**src/design/hsv2rgb_pkg.sv**
```systemverilog
//------------------------------------------------------------------------------
// hsv2rgb_pkg
// Widths, constants and the hue sector code for the HSV to RGB converter.
//------------------------------------------------------------------------------
`timescale 1ns / 1ps
`default_nettype none

package hsv2rgb_pkg;

   // Pixel field widths
   localparam int PIX_W    = 8;
   localparam int PACKED_W = 16;

   // Hue scaling: hue * 6 spans 11 bits, top 3 bits are the sector
   localparam int HUE_SECTORS = 6;
   localparam int SCALED_W    = 11;
   localparam int CHROMA_W    = 2 * PIX_W;
   localparam int PROD_W      = CHROMA_W + PIX_W;

   localparam logic [PIX_W-1:0] FULL_SCALE = 8'd255;

   // Pipeline depth from accepted transaction to result strobe
   localparam int LATENCY = 3;

   // Hue sectors around the color circle
   typedef enum logic [2:0] {
      SECTOR_RED_YELLOW     = 3'd0,
      SECTOR_YELLOW_GREEN   = 3'd1,
      SECTOR_GREEN_CYAN     = 3'd2,
      SECTOR_CYAN_BLUE      = 3'd3,
      SECTOR_BLUE_MAGENTA   = 3'd4,
      SECTOR_MAGENTA_RED    = 3'd5
   } sector_type;

endpackage

`default_nettype wire

```
**src/design/hsv_to_rgb_pixel_converter.sv**
```systemverilog
//------------------------------------------------------------------------------
// hsv_to_rgb_pixel_converter
// Three-stage pipelined 8-bit HSV to RGB888 / RGB565 pixel converter.
//------------------------------------------------------------------------------
// Takes one pixel per clock. A transaction accepted on start appears on the
// rsp_ ports after the s1-s3 registers, with rsp_strobe for one cycle. busy is
// always low: the pipeline never stalls, so results must be taken as they come.
// The latency is set by the multiply chain: stage 1 forms hue*6 and the chroma
// (brightness*saturation), stage 2 multiplies the chroma by the sector fraction
// and its complement, stage 3 subtracts, routes by sector and packs RGB565.
//------------------------------------------------------------------------------
`timescale 1ns / 1ps
`default_nettype none

module hsv_to_rgb_pixel_converter (
   input  wire logic                              clock,
   input  wire logic                              reset,
   input  wire logic                              start,
   output logic                                   busy,
   input  wire logic [hsv2rgb_pkg::PIX_W-1:0]     req_hue,
   input  wire logic [hsv2rgb_pkg::PIX_W-1:0]     req_saturation,
   input  wire logic [hsv2rgb_pkg::PIX_W-1:0]     req_brightness,
   output logic                                   rsp_strobe,
   output logic [hsv2rgb_pkg::PIX_W-1:0]          rsp_red,
   output logic [hsv2rgb_pkg::PIX_W-1:0]          rsp_green,
   output logic [hsv2rgb_pkg::PIX_W-1:0]          rsp_blue,
   output logic [hsv2rgb_pkg::PACKED_W-1:0]       rsp_packed_565
);

   localparam int PW = hsv2rgb_pkg::PIX_W;

   // Stage 1 registers: scaled hue, chroma, brightness
   logic                                s1_valid_ff, s1_valid_in;
   logic [hsv2rgb_pkg::SCALED_W-1:0]    s1_scaled_ff, s1_scaled_in;
   logic [hsv2rgb_pkg::CHROMA_W-1:0]    s1_chroma_ff, s1_chroma_in;
   logic [PW-1:0]                       s1_val_ff, s1_val_in;

   // Stage 2 registers: products, minimum component, sector
   logic                                s2_valid_ff, s2_valid_in;
   logic [hsv2rgb_pkg::PROD_W-1:0]      s2_prod_down_ff, s2_prod_down_in;
   logic [hsv2rgb_pkg::PROD_W-1:0]      s2_prod_up_ff, s2_prod_up_in;
   logic [PW-1:0]                       s2_lo_ff, s2_lo_in;
   logic [PW-1:0]                       s2_val_ff, s2_val_in;
   hsv2rgb_pkg::sector_type             s2_sector_ff, s2_sector_in;

   // Stage 3 registers: result outputs
   logic                                s3_valid_ff, s3_valid_in;
   logic [PW-1:0]                       s3_red_ff, s3_red_in;
   logic [PW-1:0]                       s3_green_ff, s3_green_in;
   logic [PW-1:0]                       s3_blue_ff, s3_blue_in;

   logic [PW-1:0]                       s1_frac;
   logic [PW-1:0]                       s2_down;
   logic [PW-1:0]                       s2_up;

   // Stage 1: hue * 6 and brightness * saturation
   always_comb begin
      s1_valid_in  = start;
      s1_scaled_in = hsv2rgb_pkg::SCALED_W'(req_hue) *
                     hsv2rgb_pkg::SCALED_W'(hsv2rgb_pkg::HUE_SECTORS);
      s1_chroma_in = hsv2rgb_pkg::CHROMA_W'(req_brightness) *
                     hsv2rgb_pkg::CHROMA_W'(req_saturation);
      s1_val_in    = req_brightness;
   end

   // Stage 2: chroma scaled by the fraction and its complement
   always_comb begin
      s1_frac         = s1_scaled_ff[PW-1:0];
      s2_valid_in     = s1_valid_ff;
      s2_prod_down_in = hsv2rgb_pkg::PROD_W'(s1_chroma_ff) *
                        hsv2rgb_pkg::PROD_W'(s1_frac);
      s2_prod_up_in   = hsv2rgb_pkg::PROD_W'(s1_chroma_ff) *
                        hsv2rgb_pkg::PROD_W'(hsv2rgb_pkg::FULL_SCALE - s1_frac);
      s2_lo_in        = s1_val_ff - s1_chroma_ff[hsv2rgb_pkg::CHROMA_W-1:PW];
      s2_val_in       = s1_val_ff;
      s2_sector_in    = hsv2rgb_pkg::sector_type'(
                           s1_scaled_ff[hsv2rgb_pkg::SCALED_W-1:PW]);
   end

   // Stage 3: descending/ascending components and sector routing
   always_comb begin
      s2_down     = s2_val_ff - s2_prod_down_ff[hsv2rgb_pkg::PROD_W-1:2*PW];
      s2_up       = s2_val_ff - s2_prod_up_ff[hsv2rgb_pkg::PROD_W-1:2*PW];
      s3_valid_in = s2_valid_ff;
      case (s2_sector_ff)
         hsv2rgb_pkg::SECTOR_RED_YELLOW: begin
            s3_red_in = s2_val_ff; s3_green_in = s2_up;     s3_blue_in = s2_lo_ff;
         end
         hsv2rgb_pkg::SECTOR_YELLOW_GREEN: begin
            s3_red_in = s2_down;   s3_green_in = s2_val_ff; s3_blue_in = s2_lo_ff;
         end
         hsv2rgb_pkg::SECTOR_GREEN_CYAN: begin
            s3_red_in = s2_lo_ff;  s3_green_in = s2_val_ff; s3_blue_in = s2_up;
         end
         hsv2rgb_pkg::SECTOR_CYAN_BLUE: begin
            s3_red_in = s2_lo_ff;  s3_green_in = s2_down;   s3_blue_in = s2_val_ff;
         end
         hsv2rgb_pkg::SECTOR_BLUE_MAGENTA: begin
            s3_red_in = s2_up;     s3_green_in = s2_lo_ff;  s3_blue_in = s2_val_ff;
         end
         default: begin
            s3_red_in = s2_val_ff; s3_green_in = s2_lo_ff;  s3_blue_in = s2_down;
         end
      endcase
   end

   // Valid bits
   always_ff @(posedge clock) begin
      if (reset) begin
         s1_valid_ff <= 1'b0;
         s2_valid_ff <= 1'b0;
         s3_valid_ff <= 1'b0;
      end else begin
         s1_valid_ff <= s1_valid_in;
         s2_valid_ff <= s2_valid_in;
         s3_valid_ff <= s3_valid_in;
      end
   end

   // Data registers
   always_ff @(posedge clock) begin
      s1_scaled_ff    <= s1_scaled_in;
      s1_chroma_ff    <= s1_chroma_in;
      s1_val_ff       <= s1_val_in;
      s2_prod_down_ff <= s2_prod_down_in;
      s2_prod_up_ff   <= s2_prod_up_in;
      s2_lo_ff        <= s2_lo_in;
      s2_val_ff       <= s2_val_in;
      s2_sector_ff    <= s2_sector_in;
      s3_red_ff       <= s3_red_in;
      s3_green_ff     <= s3_green_in;
      s3_blue_ff      <= s3_blue_in;
   end

   // Outputs
   assign busy           = 1'b0;
   assign rsp_strobe     = s3_valid_ff;
   assign rsp_red        = s3_red_ff;
   assign rsp_green      = s3_green_ff;
   assign rsp_blue       = s3_blue_ff;
   assign rsp_packed_565 = {s3_red_ff[PW-1:3], s3_green_ff[PW-1:2], s3_blue_ff[PW-1:3]};

endmodule

`default_nettype wire

```
**config.mk**
```make
export PLATFORM = sky130hd
export DESIGN_NAME = hsv_to_rgb_pixel_converter
export DESIGN_NICKNAME = d
export VERILOG_FILES = /design/src/design/hsv2rgb_pkg.sv /design/src/design/hsv_to_rgb_pixel_converter.sv
export SDC_FILE = /design/constraint.sdc
export NUM_CORES = 1
export LEC_CHECK = 0
export BUFFER_PORTS_ARGS = -buffer_cell sky130_fd_sc_hd__buf_4
export CORE_MARGIN = 2
export CORE_UTILIZATION = 52
export CTS_CLUSTER_SIZE = 24
export DETAILED_ROUTE_END_ITERATION = 10
export GPL_TIMING_DRIVEN = 0
export PLACE_DENSITY = 0.7
export SLEW_MARGIN = 20
export SYNTH_ARGS = -nofsm -noshare
export SYNTH_HDL_FRONTEND = slang
export SYNTH_SLANG_ARGS = --single-unit
```
**constraint.sdc**
```tcl
create_clock -name clock -period 9.97 [get_ports clock]
set_input_delay 1.994 -clock clock [delete_from_list [all_inputs] [get_ports clock]]
set_output_delay 1.994 -clock clock [all_outputs]
set_load 0.1 [all_outputs]
```
Word-level counts from Yosys, hierarchy flattened. Cells that the tools add are included.

Mux-type cells: 3. Multiply operators: 4. Equality and inequality tests: 4. Add/subtract/negate cells: 4. Reductions and logical operators: 5.

Operators with widths (number): 8-bit case mux with 3 select lines (3); 17-bit by 9-bit multiplier with 24-bit output (1); 8-bit subtractor (3); 16-bit by 7-bit multiplier with 23-bit output (1); 8-bit by 8-bit multiplier with 16-bit output (1); 8-bit by 2-bit multiplier with 10-bit output, second input constant (1); 8-bit by 8-bit subtractor with 9-bit output, first input constant (1); 2-bit OR reduction (4); 3-bit by 2-bit equality test with 1-bit output, second input constant (2); 3-bit by 1-bit equality test with 1-bit output, second input constant (1); 3-bit equality test, second input constant (1); 3-bit zero test (1).

Register bits: 128. Bits of input ports: 27.

Longest topological paths before layout.
Depth after elaboration: 3. Gate-level depth with buffers: 19.

Worst setup path before layout. Ideal clock, no wire load.

Kind: in2reg. Start: input port req_brightness[5] (netlist bit). End: register s1_chroma_ff[15] (netlist bit). Setup time: 0.072 ns. Slack: 4.305 ns. Stages on the path: 15. Arrival: 5.593 ns. Cell sequence: clkbuf_1 nand2_1 fa_1 inv_1 fa_1 fa_1 inv_1 fa_1 inv_1 ha_1 a21o_1 a31o_1 a41o_1 o41ai_2 xnor2_1.

Cells in the longest elaborated chain, start to end: 1.

Ends and longest elaborated chain: from (decl) (RTL line hsv_to_rgb_pixel_converter.sv:22) `input wire logic [hsv2rgb_pkg::PIX_W-1:0] req_brightness,`; 8-bit by 8-bit multiplier with 16-bit output (RTL line hsv_to_rgb_pixel_converter.sv:61) `s1_chroma_in = hsv2rgb_pkg::CHROMA_W'(req_brightness) *`; named net s1_chroma_in, one bit (RTL line hsv_to_rgb_pixel_converter.sv:35) `logic [hsv2rgb_pkg::CHROMA_W-1:0] s1_chroma_ff, s1_chroma_in;`; to (signal assigned) (RTL line hsv_to_rgb_pixel_converter.sv:123) `s1_chroma_ff <= s1_chroma_in;`; to (decl) (RTL line hsv_to_rgb_pixel_converter.sv:35).

The timed path passes the listed nets, and every way through them passes these cells. A chain may end at the register's enable or synchronous reset.

Worst setup path after layout. Ends and elaborated chain as after synthesis.

==> out/results.txt <==
Ys async rst share - 0
CP bufs+invs - 5
DRT iter0 DRCs - 455
Mux share of post-synthesis cell area - 0.0261
Most frequent cells in the layout - inv_1, fa_1, ha_1
Largest cells by area after synthesis - fa_1, ha_1, dfxtp_1
Clock Skew - 0.0160 ns
Initial antenna violation count - 0
Simple-Gate Fraction of Synth Area - 0.164
CP peak stage delay - 0.49 ns
CTS tree - built
Initial core utilization - 0.529
Num CTS Buffers - 9
Vias in the first global route - 10051
ANT nets after route - 0
Unrepaired setup endpoints after global routing - false
Htree depth - 3
Nets - 1873
Fin crit share - 0.576
DRT Wirelength - 28400 um
GR Overflow Total - 0
DR WL/cell - 15.5 um
Headroom to the max-slew limit - 0.548
Setup repair bufs after CTS - 0
Min-delay src - s1_scaled_ff[8]
Die W - 161 um
Post-detail-place hpwl - 23600 um
CP Capture Type - register
Vias - 9465
Vias per cell - 5.18
Commonest non-fill, non-tap cell in the layout - inv_1
Layout cell share with drive strength beyond 1 - 0.0818
Ys flop type - dfxtp_1
Critical Path, Cell by Cell - buf_4, clkbuf_1, nand2_1, fa_1, inv_1, fa_1, fa_1, inv_1, fa_1, inv_1, ha_1, a21o_1, a31o_1, a41o_1, o41ai_2, xnor2_1
Critical path type - primary input to register
Clock buffer depth - 2
CP dominant cell by count - fa_1
Hold crit path type - register to register
Seq/Total Area, Yosys - 0.150
Max-Cap Viols - 0
Die height - 161 um
Seq cells post-synth - 96
Crit-path leading delay family - adder cells
CTS resizes - 0
Setup crit start kind - primary input
CTS sink count - 96
Max Freq - 174 MHz
Least-Margin Pin Slew - 0.679 ns
FF-to-FF Start - s1_scaled_ff[1]
Syn_nets - 1795
Share of the synthesized area in the top cell type - 0.300
DRC viols - 0
Largest family of logic cells by synthesized area - adder cells
First-pass GRT wire length - 48300 um
Crit path max fanout - 8
Synth Area in Adders - 0.451
Hold Vio Cnt, Final - 0
Status - finished clean
Largest net degree at the start of global routing - 20
Crit path DAT - 6.03 ns
Area grow syn2layout - 9.56%
Final min period - 5.75 ns
I/O Buffers - 67
Max-slew violation count - 0
Antenna Cells - 0
Cts hold-fix bufs - 0
First-pass DRT Iterations - 5
Final setup viols - 0
Die ar. - 25900 um^2
CP max stage cell - fa_1
Syn Std Cell Area - 12800 um^2
Worst Setup SP - req_brightness[5]
Clk Tree Root Cell - clkbuf_16
Avg Cell Area, Syn - 9.02 um^2
Final GP Congestion - 0.909
Worst-path clk slew - 0.07 ns
Setup tns final - 0 ns
Post-synth EDFFs - 0
Num ports - 69
Clock latency on the worst-skew pair - 0.35 ns
Synth Area in Compound Gates - 0.0684
Synth Warn # - 0
Total core area - 24200 um^2
Row count - 57
Critical Path RT - 10.25 ns
Cell taking the most area after synthesis - fa_1
Netlist cell types - 51
Overall routing resource usage - 0.233
Post-synthesis xor/xnor area fraction - 0.0362
Cell count after synthesis - 1421
==> synth_stat cells, types with 3 or more instances <==
library cell / number
inv_1: 278
a211o_1: 3
nor3_1: 9
nand3_1: 7
o21bai_1: 6
nor2_1: 95
o21a_1: 8
mux2_2: 11
o211ai_1: 5
buf_4: 17
o21ai_1: 4
nand4_1: 3
mux2i_1: 21
dfxtp_1: 96
xor2_1: 15
a31oi_1: 3
nand2_1: 103
a21o_1: 14
and3_1: 4
ha_1: 155
fa_1: 192
a21oi_1: 35
o21ai_0: 35
xnor2_1: 38
clkbuf_1: 39
and2_1: 119
or2_2: 4
o2111ai_1: 3
nor2b_1: 22
buf_1: 3
nand2b_1: 42
a211oi_1: 8
==> worst register-to-register path, cell delays in order (launching register included) <==
cell	delay [ns]
dfxtp_1	0.39
clkbuf_1	0.36
clkbuf_1	0.53
nand2b_1	0.20
fa_1	0.43
inv_1	0.11
fa_1	0.44
fa_1	0.49
inv_1	0.06
fa_1	0.55
inv_1	0.06
ha_1	0.32
and4_1	0.19
and3_1	0.19
a22oi_1	0.31
a31oi_1	0.20
and2_1	0.23
o21a_1	0.18
nor2_1	0.11
xnor2_1	0.12
==> metal layers <==
metal / global-route usage / wire [um] / up-vias
met1: 0.309 / 12700 / 4726
met3: 0.0380 / 1450 / 35
met2: 0.400 / 13800 / 199
met4: 0.0572 / 469 / 0
met5: 0 / 0 / -
li1: - / - / 4505
==> kinds of logic (layout without fill, tap and decap cells) <==
logic type | Yosys count | in the layout
simple gates | 416 | 416
fa+ha+maj | 347 | 347
buf+inv | 340 | 423
compound gates | 136 | 136
flops | 96 | 96
xor+xnor | 53 | 53
mux | 32 | 32
other cells | 1 | 1
==> sequential cells by signal (all words and copies together) (netlist names) <==
register         flops
rsp_green            8
s2_prod_down_ff      8
rsp_blue             8
s1_chroma_ff        16
s1_val_ff            8
s2_valid_ff          1
rsp_strobe           1
s2_sector_ff         3
s1_valid_ff          1
rsp_red              8
s2_lo_ff             8
s2_val_ff            8
s2_prod_up_ff        8
s1_scaled_ff        10
==> path summary, 6_finish.rpt <==
kind | to | cells after the start | slack (ns)
worst max-delay path | s1_chroma_ff[15] | 16 | 4.22
worst min-delay path | s2_sector_ff[0] | 0 | 0.33
worst max register to register | s2_prod_up_ff[21] | 19 | 4.41
worst min register to register | s2_sector_ff[0] | 0 | 0.33
==> through the flow <==
step	instance area, um^2	hold WS (ns)	util	worst slack, ns	cells
global route	14000	0.328	0.579	3.94	1828
floorplan	12800	0.310	-	4.30	1421
CTS	14000	0.330	0.579	4.20	1828
finish	14000	0.326	0.579	4.22	1828
detailed placement	13700	0.319	0.566	3.83	1812
global placement	13700	0.313	0.566	3.88	1812
==> cell type report <==
class	instances	area, um^2
fillers	2163	10200
multi-input cells	985	9560
flip-flops and latches	96	1920
inverters	279	1050
repair buffers	67	503
well taps	324	405
plain buffers	61	295
clock buffers	9	225
clock inverters	7	92.6
Power is not shown: default switching activity piles up to over one toggle a cycle in this logic, so the estimate is an artifact.
